### config.mk
export PLATFORM = sky130hd
export DESIGN_NAME = dls_ram
export DESIGN_NICKNAME = d
export VERILOG_FILES = /design/src/hw/rtl/dls_ram.sv
export SDC_FILE = /design/constraint.sdc
export NUM_CORES = 2
export LEC_CHECK = 0
export ABC_AREA = 1
export CELL_PAD_IN_SITES_DETAIL_PLACEMENT = 1
export CELL_PAD_IN_SITES_GLOBAL_PLACEMENT = 2
export CORE_MARGIN = 4
export CORE_UTILIZATION = 25
export CTS_CLUSTER_DIAMETER = 60
export DETAILED_ROUTE_END_ITERATION = 8
export DONT_BUFFER_PORTS = 1
export PLACE_DENSITY = 0.57
export SLEW_MARGIN = 20
export SYNTH_ARGS = -nofsm -noshare
export SYNTH_HDL_FRONTEND = slang
export SYNTH_SLANG_ARGS = --single-unit
### constraint.sdc
create_clock -name clk_i -period 4.61 [get_ports clk_i]
set_clock_uncertainty 0.05 [all_clocks]
set_input_delay 0.461 -clock clk_i [delete_from_list [all_inputs] [get_ports clk_i]]
set_output_delay 0.461 -clock clk_i [all_outputs]
set_load 0.1 [all_outputs]
### src/hw/rtl/dls_ram.sv
module dls_ram #(
  parameter int unsigned WIDTH = 32,
  parameter int unsigned DEPTH = 128
) (
  input  logic                     clk_i,
  input  logic                     we_i,
  input  logic [$clog2(DEPTH)-1:0] waddr_i,
  input  logic [WIDTH-1:0]         wdata_i,
  input  logic                     re_i,
  input  logic [$clog2(DEPTH)-1:0] raddr_i,
  output logic [WIDTH-1:0]         rdata_o
);

  logic [WIDTH-1:0] mem_q [DEPTH];
  logic [WIDTH-1:0] rdata_q;

  always_ff @(posedge clk_i) begin
    if (we_i) begin
      mem_q[waddr_i] <= wdata_i;
    end
    if (re_i) begin
      rdata_q <= mem_q[raddr_i];
    end
  end

  assign rdata_o = rdata_q;

endmodule

---- Word-level counts from Yosys, hierarchy flattened ----
Memory sizes are Yosys's and may differ from the RTL's. A register that Yosys moved wholly into a read port is not among the register bits.
Cells that the tools add are included.
storage, ports and cells
  bits in read-only memories .............. 0
  latch bits .............................. 0
  input port bits ......................... 49
  output and inout port bits .............. 32
  register bits after elaboration ......... 0
  logic and storage cells ................. 3
  memory bits (writable) .................. 4096
  memories kept ........................... 1
cells by class
  multiply operators ...................... 0
  shifts and indexed selects .............. 0
  magnitude comparators ................... 0
  multiplexer cells ....................... 2
  div/mod/pow operators ................... 0
  add/sub/neg operators ................... 0
  reductions and logical operators ........ 0
  equality and inequality tests ........... 0
  bitwise operators ....................... 0
memory list
  memory  words  bits a word  read ports  clocked after Yosys merged registers in  write ports  RTL line  source
  mem_q   128    32           1           1                                        1            14        logic [WIDTH-1:0] mem_q [DEPTH];
operators with widths
  kind    number
  $mux 1  2

---- Depth between registers and ports, before layout ----
  depth in word-level cells ............... 2
  mapped depth ............................ 13
  gate-level depth less buffers ........... 9

---- Worst setup path before layout ----
OpenSTA, ideal clock, no wires.
  path kind ............................... input-to-reg
  start point ............................. input port we_i
  end point ............................... memory mem_q[105][0] (enable)
  data required time ...................... 4139 ps
  buffers on the path ..................... 2
  arrival ................................. 2438 ps
  cell stages on the path ................. 4
  setup slack ............................. 1701 ps
  cells stage by stage .................... clkbuf_1 -> nand2_1 -> clkbuf_1 -> nor2_1
between the ends
  cells in the longest elaborated chain, start to end .. 2
ends and longest elaborated chain
  element                       RTL line  source
  start, declared               6         input logic we_i,
  $mux 1                        18        if (we_i) begin
  $mux 1 (not written as such)  19        mem_q[waddr_i] <= wdata_i;
  end, declared                 14
No other way between the ends.

==> impl_metrics.ini <==
[cts]
cts_made_buffers = 470
worst_setup_hold_path_clk_slew_ns = 0.06
tritoncts_num_sinks = 4128
largest_buffer_count_on_any_clock_path = 4
cts_max_level = 5
clock_latency_ns = 1.05
ctsRootBufferMaster = clkbuf_16
tritoncts = yes
cts.repair_timing.setup_buffer_count = 0

[floorplan]
die_width_um = 820.3
die_h_um = 820.3
initial_core_util = 0.2507
rows = 298
boundaryPins = 81
floorplan.die_area_um2 = 672900
core-area_um2 = 658100

[final_layout]
fill_cells = 70790
drive_gt1_frac = 0.1018
finish.cell_count_without_fillers = 22800
design.final.nets = 13730
area.growth.synth_to_final_pct = 18.60

[global_routing]
grt_pass1_wl_um = 884600
grt_pass1_vias = 111200
gr-usage-all-layers = 0.1824
grt_overflow_total = 0
antenna_found_initial = 51
grt_max_degree = 258

[power]
pwr_density_cell_nw_per_um2 = 424.4
ir_worst_vdd_mv = 0.3162
static-leakage-power_nw = 66.44

[place]
gp_routability_congestion = 0.7472
hpwlAfterDp_um = 326400
dp_slack_ns = -1.708
placed_cells = 21830
port-buffer-count = 0

[hold_path]
hp-class = input port to flip-flop

[outcome]
status = finished clean

[timing]
timing.final.ws_setup_ns = 0.09504
fmax_ghz = 0.2215
fin_crit_ns = 4.515
final_max_slew_viol_count = 0
final_min_period_over_clock_period = 0.9794
timing_worst_slew_pin_value_ns = 1.284
timing.max_slew.rel_slack = 0.1437
setup_viol = 0
final_hold_viol_count = 0
rsz0062_at_grt = no

[routing]
number_of_vias_after_detailed_routing = 110500
drt_first_pass_iters = 6
drt.antenna.violating_nets = 0
drt-vias-per-instance = 4.847
drt-wirelength-per-cell_um = 27.70
postRouteWirelength_um = 631600
detail_route.drc_violations = 0
drt_iter0_drc = 9894

[synthesis]
synth.cell_area_um2 = 165000
synthesized_area_per_cell_um2 = 12.32
synth-seq-cells = 4128
syn_nets = 13440
sequential_fraction_of_the_synthesis_area = 0.7515
yosys_warnings = 0
netlist_instances = 13390
post_synth_num_cell_types = 14

[critical_path]
cpMaxStageDelayCell = buf_16
cp.buffers_inverters = 7
crit_type = input port to flip-flop
worst_ep_required_time_ns = 5.44
crit_path_max_incr_delay_ns = 0.53
critPathTopFamily = buffers and inverters
crit_fanout = 95
worst_path_most_repeated_cell = buf_16
path_cells = buf_16, buf_16, buf_16, buf_16, buf_16, buf_16, nand3_1, nand3_1, nand3_1, buf_4, nand3_1, nand3_2, nand2_1
cp-start-kind = input port
critical_path.endpoint_type = flip-flop
cp_data_arrival_time_ns = 5.34

[run]
max_cap_viols = 0
[worst reg2reg max path: stages (launching register included)]
cell,delay (ns)
edfxtp_1,0.35
nand2_1,0.08
nand3_1,0.09
nand3_1,0.11
nand3_1,0.17
nand3_1,0.26
buf_4,0.18
nand3_1,0.45
buf_4,0.35
nand3_1,0.10
buf_4,0.13
nand2_1,0.05
[through the flow]
stage,cell area (um^2),TNS (ns),power [W],hold slack [ns],util
finish,195600,0,0.08302,0.06998,0.2973
global route,195500,0,0.08582,0.02025,0.2971
CTS,195500,0,0.08400,0.01670,0.2970
detailed placement,179800,-24.03,0.04738,0.5329,0.2733
global placement,179300,-30.47,0.04732,0.5268,0.2724
floorplan,165000,0,0.04500,0.5099,-
[layout by cell type (no fill, tap or decap), types with 17 or more instances in the layout]
cell              n
clkinv_1        123
buf_4           456
diode_2          39
dlygate4sd3_1    37
buf_12          164
clkbuf_1        140
buf_16           65
bufinv_16        18
nand2_1        4143
clkbuf_16       477
clkinv_2         68
nand3_1        4033
inv_1            17
nor2_4          128
edfxtp_1       4128
[area by class of cell]
| class | instances | area (um^2) | share of cell area |
|---|---|---|---|
| Antenna cell | 39 | 97.59 | 0.0004989 |
| Clock buffer | 615 | 12410 | 0.06345 |
| Clock inverter | 243 | 1803 | 0.009216 |
| Inverter | 24 | 143.9 | 0.0007355 |
| Multi-Input combinational cell | 8328 | 37310 | 0.1907 |
| Sequential cell | 4128 | 124000 | 0.6336 |
| Tap cell | 8700 | 10890 | 0.05564 |
| Timing Repair Buffer | 727 | 9014 | 0.04608 |
[state kept, by name (all words and copies together), names as in the netlist]
name,cells
mem_q,4096
rdata_o,32
[Yosys cell counts, drive strengths merged]
cell	number	area [um^2]
nor3	8	40.04
nor2	134	503.0
edfxtp	4128	124000
clkbuf	109	409.1
nand3	4035	20190
nand2	4151	15580
inv	24	95.09
buf	800	4173
[report_power, final]
group          leakage [nW]  total [W]  switching (W)  internal [W]
sequential             37.1     0.0416       0.000118        0.0415
clock                  6.92     0.0355         0.0156        0.0198
combinational          22.4    0.00593        0.00436       0.00157
total                  66.4     0.0830         0.0201        0.0629
[cell families (layout without fill, tap and decap cells)]
logic type,after synthesis,after routing,share of synthesized area
buf+inv,933,1609,0.02835
flops,4128,4128,0.7515
other cells,0,39,0
simple gates,8328,8328,0.2202
[per-layer routing]
metal | track usage | vias to the layer above | share of wire
met1 | 0.2585 | 58440 | 0.46
met3 | 0.02171 | 670 | 0.050
met2 | 0.3016 | 2677 | 0.47
met4 | 0.03607 | 8 | 0.020
li1 | - | 48750 | -
met5 | 0 | - | 0.000068
[worst paths after layout]
kind,cells past startpoint,slack [ns],to,start
setup / recovery,13,0.1,rdata_o[10],raddr_i[2]
hold / removal,4,0.07,rdata_o[21],raddr_i[5]
setup reg to reg,11,2.00,rdata_o[24],mem_q[63][24]
hold reg to reg,8,0.87,rdata_o[29],mem_q[88][29]
[timing repair]
item                       in CTS  in global routing
pin swaps                       0                  0
setup endpoints to repair       2                  3
hold buffers                   72                  0
cloned                          3                  2
gates resized for setup         2                  0
hold endpoints to repair     4160                  0
Note: power is estimated with default switching activity, not from simulation.
