--- config.mk ---
export PLATFORM = sky130hd
export DESIGN_NAME = dls_alu
export DESIGN_NICKNAME = d
export VERILOG_FILES = /design/src/hw/rtl/dls_pkg.sv /design/src/hw/rtl/dls_alu.sv
export SDC_FILE = /design/constraint.sdc
export NUM_CORES = 2
export LEC_CHECK = 0
export BUFFER_PORTS_ARGS = -buffer_cell sky130_fd_sc_hd__clkbuf_2
export CAP_MARGIN = 25
export CORE_ASPECT_RATIO = 0.6
export CORE_MARGIN = 5
export CORE_UTILIZATION = 25
export DETAILED_ROUTE_END_ITERATION = 16
export PLACE_DENSITY_LB_ADDON = 0.05
export SETUP_SLACK_MARGIN = 0.15
export SLEW_MARGIN = 20
export SYNTH_ARGS = -nofsm -noshare
export SYNTH_HDL_FRONTEND = slang
export SYNTH_SLANG_ARGS = --single-unit
--- constraint.sdc ---
create_clock -name clk_i -period 4.65 [get_ports clk_i]
set_clock_uncertainty 0.15 [all_clocks]
set_input_delay 0.6975 -clock clk_i [delete_from_list [all_inputs] [get_ports clk_i]]
set_output_delay 0.6975 -clock clk_i [all_outputs]
set_load 0.02 [all_outputs]
--- src/hw/rtl/dls_pkg.sv ---
package dls_pkg;

  localparam int unsigned VAL_W  = 32;
  localparam int unsigned RATE_W = 16;
  localparam int unsigned CNT_W  = 16;
  localparam int unsigned IDX_W  = 7;
  localparam int unsigned REG_W  = 3;

  typedef enum logic [1:0] {
    OP_STEP = 2'd0,
    OP_READ = 2'd1,
    OP_INIT = 2'd2,
    OP_NONE = 2'd3
  } dls_op_e;

  typedef enum logic [REG_W-1:0] {
    REG_RATE_HIGH  = 3'd0,
    REG_RATE_LOW   = 3'd1,
    REG_LEVEL_HIGH = 3'd2,
    REG_LEVEL_LOW  = 3'd3,
    REG_SWITCH     = 3'd4,
    REG_CLAMP      = 3'd5,
    REG_INIT_FILL  = 3'd6,
    REG_SPARE      = 3'd7
  } dls_reg_e;

  // one cell update request: neighbourhood of the cell being advanced
  typedef struct packed {
    logic             vld;
    logic [VAL_W-1:0] left;
    logic [VAL_W-1:0] centre;
    logic [VAL_W-1:0] right;
  } dls_calc_t;

endpackage

--- src/hw/rtl/dls_alu.sv ---
module dls_alu (
  input  logic                           clk_i,
  input  logic                           rst_ni,
  input  dls_pkg::dls_calc_t             req_i,
  input  logic [dls_pkg::RATE_W-1:0]     rate_i,
  output logic                           vld_o,
  output logic [dls_pkg::VAL_W-1:0]      next_o
);

  localparam int unsigned LAP_W  = dls_pkg::VAL_W + 2;
  localparam int unsigned PROD_W = LAP_W + dls_pkg::RATE_W + 1;

  logic signed [LAP_W-1:0]  lap;
  logic signed [PROD_W-1:0] prod;
  logic                     vld_q;
  logic [dls_pkg::VAL_W-1:0] term_q;
  logic [dls_pkg::VAL_W-1:0] centre_q;

  // right + left - 2c, exact
  assign lap = $signed({{2{req_i.left[dls_pkg::VAL_W-1]}}, req_i.left})
             + $signed({{2{req_i.right[dls_pkg::VAL_W-1]}}, req_i.right})
             - $signed({req_i.centre[dls_pkg::VAL_W-1], req_i.centre, 1'b0});

  assign prod = PROD_W'(lap) * PROD_W'($signed({1'b0, rate_i}));

  always_ff @(posedge clk_i or negedge rst_ni) begin
    if (!rst_ni) begin
      vld_q <= 1'b0;
    end else begin
      vld_q <= req_i.vld;
    end
  end

  // floor by 16 then wrap to 32 bits
  always_ff @(posedge clk_i) begin
    if (req_i.vld) begin
      term_q   <= prod[dls_pkg::VAL_W+15:16];
      centre_q <= req_i.centre;
    end
  end

  assign vld_o  = vld_q;
  assign next_o = centre_q + term_q;

endmodule

* Word level (Yosys, flattened, before mapping) *
Cells that the tools add are included.

word-level totals
  bits in registers = 65
  input bits = 115
  output and inout bits = 33
  logic and storage cells = 7

operators by class
  add/subtract/negate cells = 3
  multipliers = 1

operators by type and width
  kind                                            count
  34-bit by 17-bit multiplier with 48-bit output  1
  33-bit by 33-bit subtractor with 34-bit output  1
  32-bit by 32-bit adder with 33-bit output       1
  32-bit adder                                    1

* Logic depth before layout (Yosys ltp) *
  depth in word-level cells = 3
  depth in mapped cells = 38
  depth with buffers taken out = 36

* Worst setup path after synthesis *
OpenSTA, ideal clock, no wires.

  path kind = in2reg
  start point = input port req_i[2] (netlist name)
  end point = register term_q[29] (netlist name) (data pin)
  library setup time = 0.258 ns
  data arrival time = 9.032 ns
  required time = 4.242 ns
  slack = -4.791 ns
  stages = 36
  path buffers = 1
  cell sequence = inv_1 -> fa_1 -> inv_1 -> ha_1 -> nor2b_1 -> o31ai_1 -> a2bb2oi_2 -> a41oi_2 -> o31ai_4 -> a41oi_2 -> o21ai_1 -> a2111o_1 -> o311ai_4 -> buf_6 -> and2_1 -> fa_1 -> inv_1 -> fa_1 -> fa_1 -> inv_1 -> fa_1 -> fa_1 -> inv_1 -> fa_1 -> inv_1 -> ha_1 -> a21o_1 -> a21o_1 -> a21o_1 -> a21o_1 -> a221oi_1 -> a211oi_1 -> or3b_1 -> a31o_2 -> a21oi_2 -> xnor2_1

on the way
  longest elaborated chain between the ends = 3

RTL lines
  element                                         RTL line       RTL
  start: declaration                              dls_alu.sv:4   input dls_pkg::dls_calc_t req_i,
  32-bit by 32-bit adder with 33-bit output       dls_alu.sv:21  + $signed({{2{req_i.right[dls_pkg::VAL_W-1]}}, req_i.right})
  33-bit by 33-bit subtractor with 34-bit output  dls_alu.sv:22  - $signed({req_i.centre[dls_pkg::VAL_W-1], req_i.centre, 1'b0});
  34-bit by 17-bit multiplier with 48-bit output  dls_alu.sv:24  assign prod = PROD_W'(lap) * PROD_W'($signed({1'b0, rate_i}));
  via prod[45]                                    dls_alu.sv:14  logic signed [PROD_W-1:0] prod;
  end signal: assignment                          dls_alu.sv:37  term_q <= prod[dls_pkg::VAL_W+15:16];
  end: declaration                                dls_alu.sv:16  logic [dls_pkg::VAL_W-1:0] term_q;

The timed path passes the listed nets, and every way through them passes these cells.
A chain may end at the register's enable or synchronous reset.

* Final worst setup path *
  start point = input port req_i[11] (netlist name)
  end point = register term_q[29] (netlist name) (data pin)

Same word-level chain as after synthesis.

==> run_results.csv <==
group,metric,value,unit
worst_setup_path,arrival,9.40,ns
sta,finalCriticalPeriod,9.425,ns
floorplan,num_io_pins,148,
global_routing,antenna_found_initial,9,
route,wl_per_cell,19.06,µm
sta,finalSetupViolations,34,
synth,yosys.area_share.simple,0.1534,
synth,synthCells,2681,
sta,fmax,0.1061,GHz
cells_and_area,drive_above_1_share,0.2684,
route,drtIter0Drc,866,
sta,worst_slew_margin_rel,0.3905,
hold_path,whs_endpoint,"centre_q[2]",
hold_path,whs_path_depth,1,
cells_and_area,nNetsFinal,4045,
placed_design,pre_cts_slack,-5.680,ns
floorplan,die_area,103400,µm²
floorplan,die-width,411.8,µm
clocking,cts_tree,"built",
clocking,ctsRootBufferMaster,"clkbuf_16",
route,ant_nets,0,
clocking,clk_path_buf_depth,2,
sta,rsz0062_at_grt,"true",
route,avgViaCountPerCell,4.245,
global_routing,grt_start_max_net_pins,40,
outcome,status,"finished, violations left",
worst_setup_path,worstSetupStartpointType,"primary input",
clocking,cts.sinks,65,
route,wl,86620,µm
route,route.detailed.drc,0,
route,firstDrtPassIters,5,
floorplan,fp-row-count,88,
global_routing,grt_pass1_wl,132100,µm
floorplan,initial_utilization,0.2520,
worst_setup_path,slowest_delay,0.61,ns
synth,synth.cell_area,24220,µm²
global_routing,grt_pass1_vias,21140,
placed_design,dpl.hpwl,75330,µm
synth,synth_edf_count,64,
clocking,cts_buffers,9,
route,via_count,19290,
synth,muxShareOfSynthArea,0,
synth,async_reset_ff_frac,0.01538,
sta,worst_pin_slew,0.9047,ns
sta,whs,0.3813,ns
sta,finalCritPeriodShare,2.027,
synth,synth.distinct_cells,75,
worst_setup_path,worst_setup_path_end_kind,"register",
floorplan,die_h,251.1,µm
hold_path,hold_path_class,"in -> reg",
global_routing,met3_usage,0.02664,
cells_and_area,utilization,0.3345,
worst_setup_path,crit_top_cell,"fa_1",
worst_setup_path,slowest_stage,"fa_1",
synth,synth_top_family_by_area,"adder cells",
placed_design,place_congestion,0.8078,
global_routing,track_usage,0.1686,
synth,synth_compound_area_frac,0.07594,
cells_and_area,areaGrowthSynthToFinish,32.74,%
worst_setup_path,required,4.62,ns
sta,timing_hold_violations_final,0,
sta,final_max_slew_viol_count,0,
synth,yosys_warnings,0,
global_routing,top_usage_layer,"met1",
synth,synth_xor_area_frac,0.03735,
synth,synth_fa_ha_area_frac,0.5245,
synth,avgSynthCellArea,9.034,µm²
placed_design,port_buffers,147,
synth,ys_seq_area_frac,0.08038,
sta,finalWorstSetupSlack,-4.775,ns
outcome,violations,"negative setup slack",
synth,ys.flop_type,"edfxtp_1",
clocking,path_clk_slew,0.07,ns
synth,synth_seq_cells,65,
floorplan,core-area,96120,µm²
worst_setup_path,worstSetupPathType,"in -> reg",
worst_setup_path,path_max_fanout,6,
run,maxCapViolCount,0,
hold_path,hold_start,"req_i[34]",
global_routing,use_met2,0.2328,
global_routing,grt_remaining_overflow,0,
clocking,cts_max_level,3,
synth,synthesis.nets,3497,
global_routing,grtUsageMet1,0.2794,
==> layout by cell type, fill, tap and decap left out, types with 7 or more instances in the layout <==
cell and instances:
o21ai_2 8, xnor2_1 63, nor3_1 11, ha_4 20
inv_2 23, and2_1 239, o21bai_1 7, xor2_1 16
fa_1 507, inv_1 699, o21a_1 25, o21ai_0 18
nand4_1 9, buf_12 32, nand3_1 34, nor2_4 10
edfxtp_1 64, a21oi_1 46, xnor2_2 11, a21o_1 39
clkbuf_2 135, and3_1 24, nand2_1 279, a211oi_1 7
nand2b_1 12, fa_2 17, buf_6 44, nor2b_1 17
buf_4 415, clkbuf_16 9, a21oi_2 18, nor2_1 51
ha_1 152
==> routing by layer <==
metal  vias to the layer above  routed length [µm]
li1                       9084                   -
met2                       302               33830
met4                         4                 534
met1                      9871               48710
met5                         -                  26
met3                        29                3519
==> metrics by stage <==
stage,cell area [µm²],TNS [ns],instances
after floorplan,24470,-123.66,2681
after global placement,30050,-169.03,4467
after detailed placement,30050,-168.26,4467
after CTS,31270,-140.77,4510
after global routing,32140,-147.13,4539
final,32150,-138.88,4544
==> flip-flops by register name (all words and copies together), names as in the netlist <==
signal,flops
centre_q,32
term_q,32
vld_o,1
==> critical path, delay by kind of cell <==
family	cells	cell delay [ns]
and+or+nand+nor	7	1.27
xor gates and xnor gates	2	0.25
buffers and inverters	10	1.06
adders and majority gates	9	4.09
AOI/OAI and AO/OA	10	2.03
==> cell type report <==
cell class / count / area [µm²]
Antenna cell: 5 / 12.51
Clock buffer: 10 / 229.0
Clock inverter: 6 / 58.81
Fill cell: 10090 / 63970
Inverter: 723 / 2716
Multi-Input combinational cell: 1795 / 20480
Sequential cell: 65 / 1947
Tap cell: 1305 / 1633
Timing Repair Buffer: 635 / 5074
==> how the worst max path moves through the flow <==
stage	from	to	slack, ns	cells past startpoint
floorplan	req_i[2]	term_q[29]	-4.34	36
global placement	req_i[4]	term_q[16]	-5.71	35
detailed placement	req_i[4]	term_q[15]	-5.68	35
CTS	req_i[4]	term_q[29]	-4.85	41
global route	req_i[68]	term_q[29]	-5.02	41
finish	req_i[11]	term_q[29]	-4.78	38
==> logic make-up (layout without fill, tap and decap cells) <==
logic type,Yosys count,after routing
other cells,0,5
simple gates,739,739
fa+ha+maj,701,701
buf+inv,821,1374
flops,65,65
xor+xnor,100,100
compound gates,255,255
==> Yosys cell counts, types with 17 or more instances <==
library cell,count,area share
a21o_1,39,0.012
a21oi_1,65,0.013
and2_1,245,0.063
and3_1,28,0.0072
clkbuf_1,84,0.013
edfxtp_1,64,0.079
fa_1,524,0.43
ha_1,177,0.091
inv_1,723,0.11
nand2_1,282,0.044
nand3_1,37,0.0076
nor2_1,67,0.010
nor2b_1,22,0.0057
nor3_1,17,0.0035
o21a_1,27,0.0084
o21ai_0,29,0.0060
xnor2_1,77,0.028
xor2_1,20,0.0072
==> what timing repair did <==
| action | 4_1_cts | 5_1_grt |
|---|---|---|
| setup endpoints to repair | 40 | 39 |
| resized for setup | 146 | 154 |
| endpoints found under the hold margin | 1 | 0 |
| hold buffers | 1 | 0 |
| pin swaps | 74 | 99 |
| buffers inserted | 26 | 29 |
Power is not shown: default switching activity piles up to over one toggle a cycle in this logic, so the estimate is an artifact.
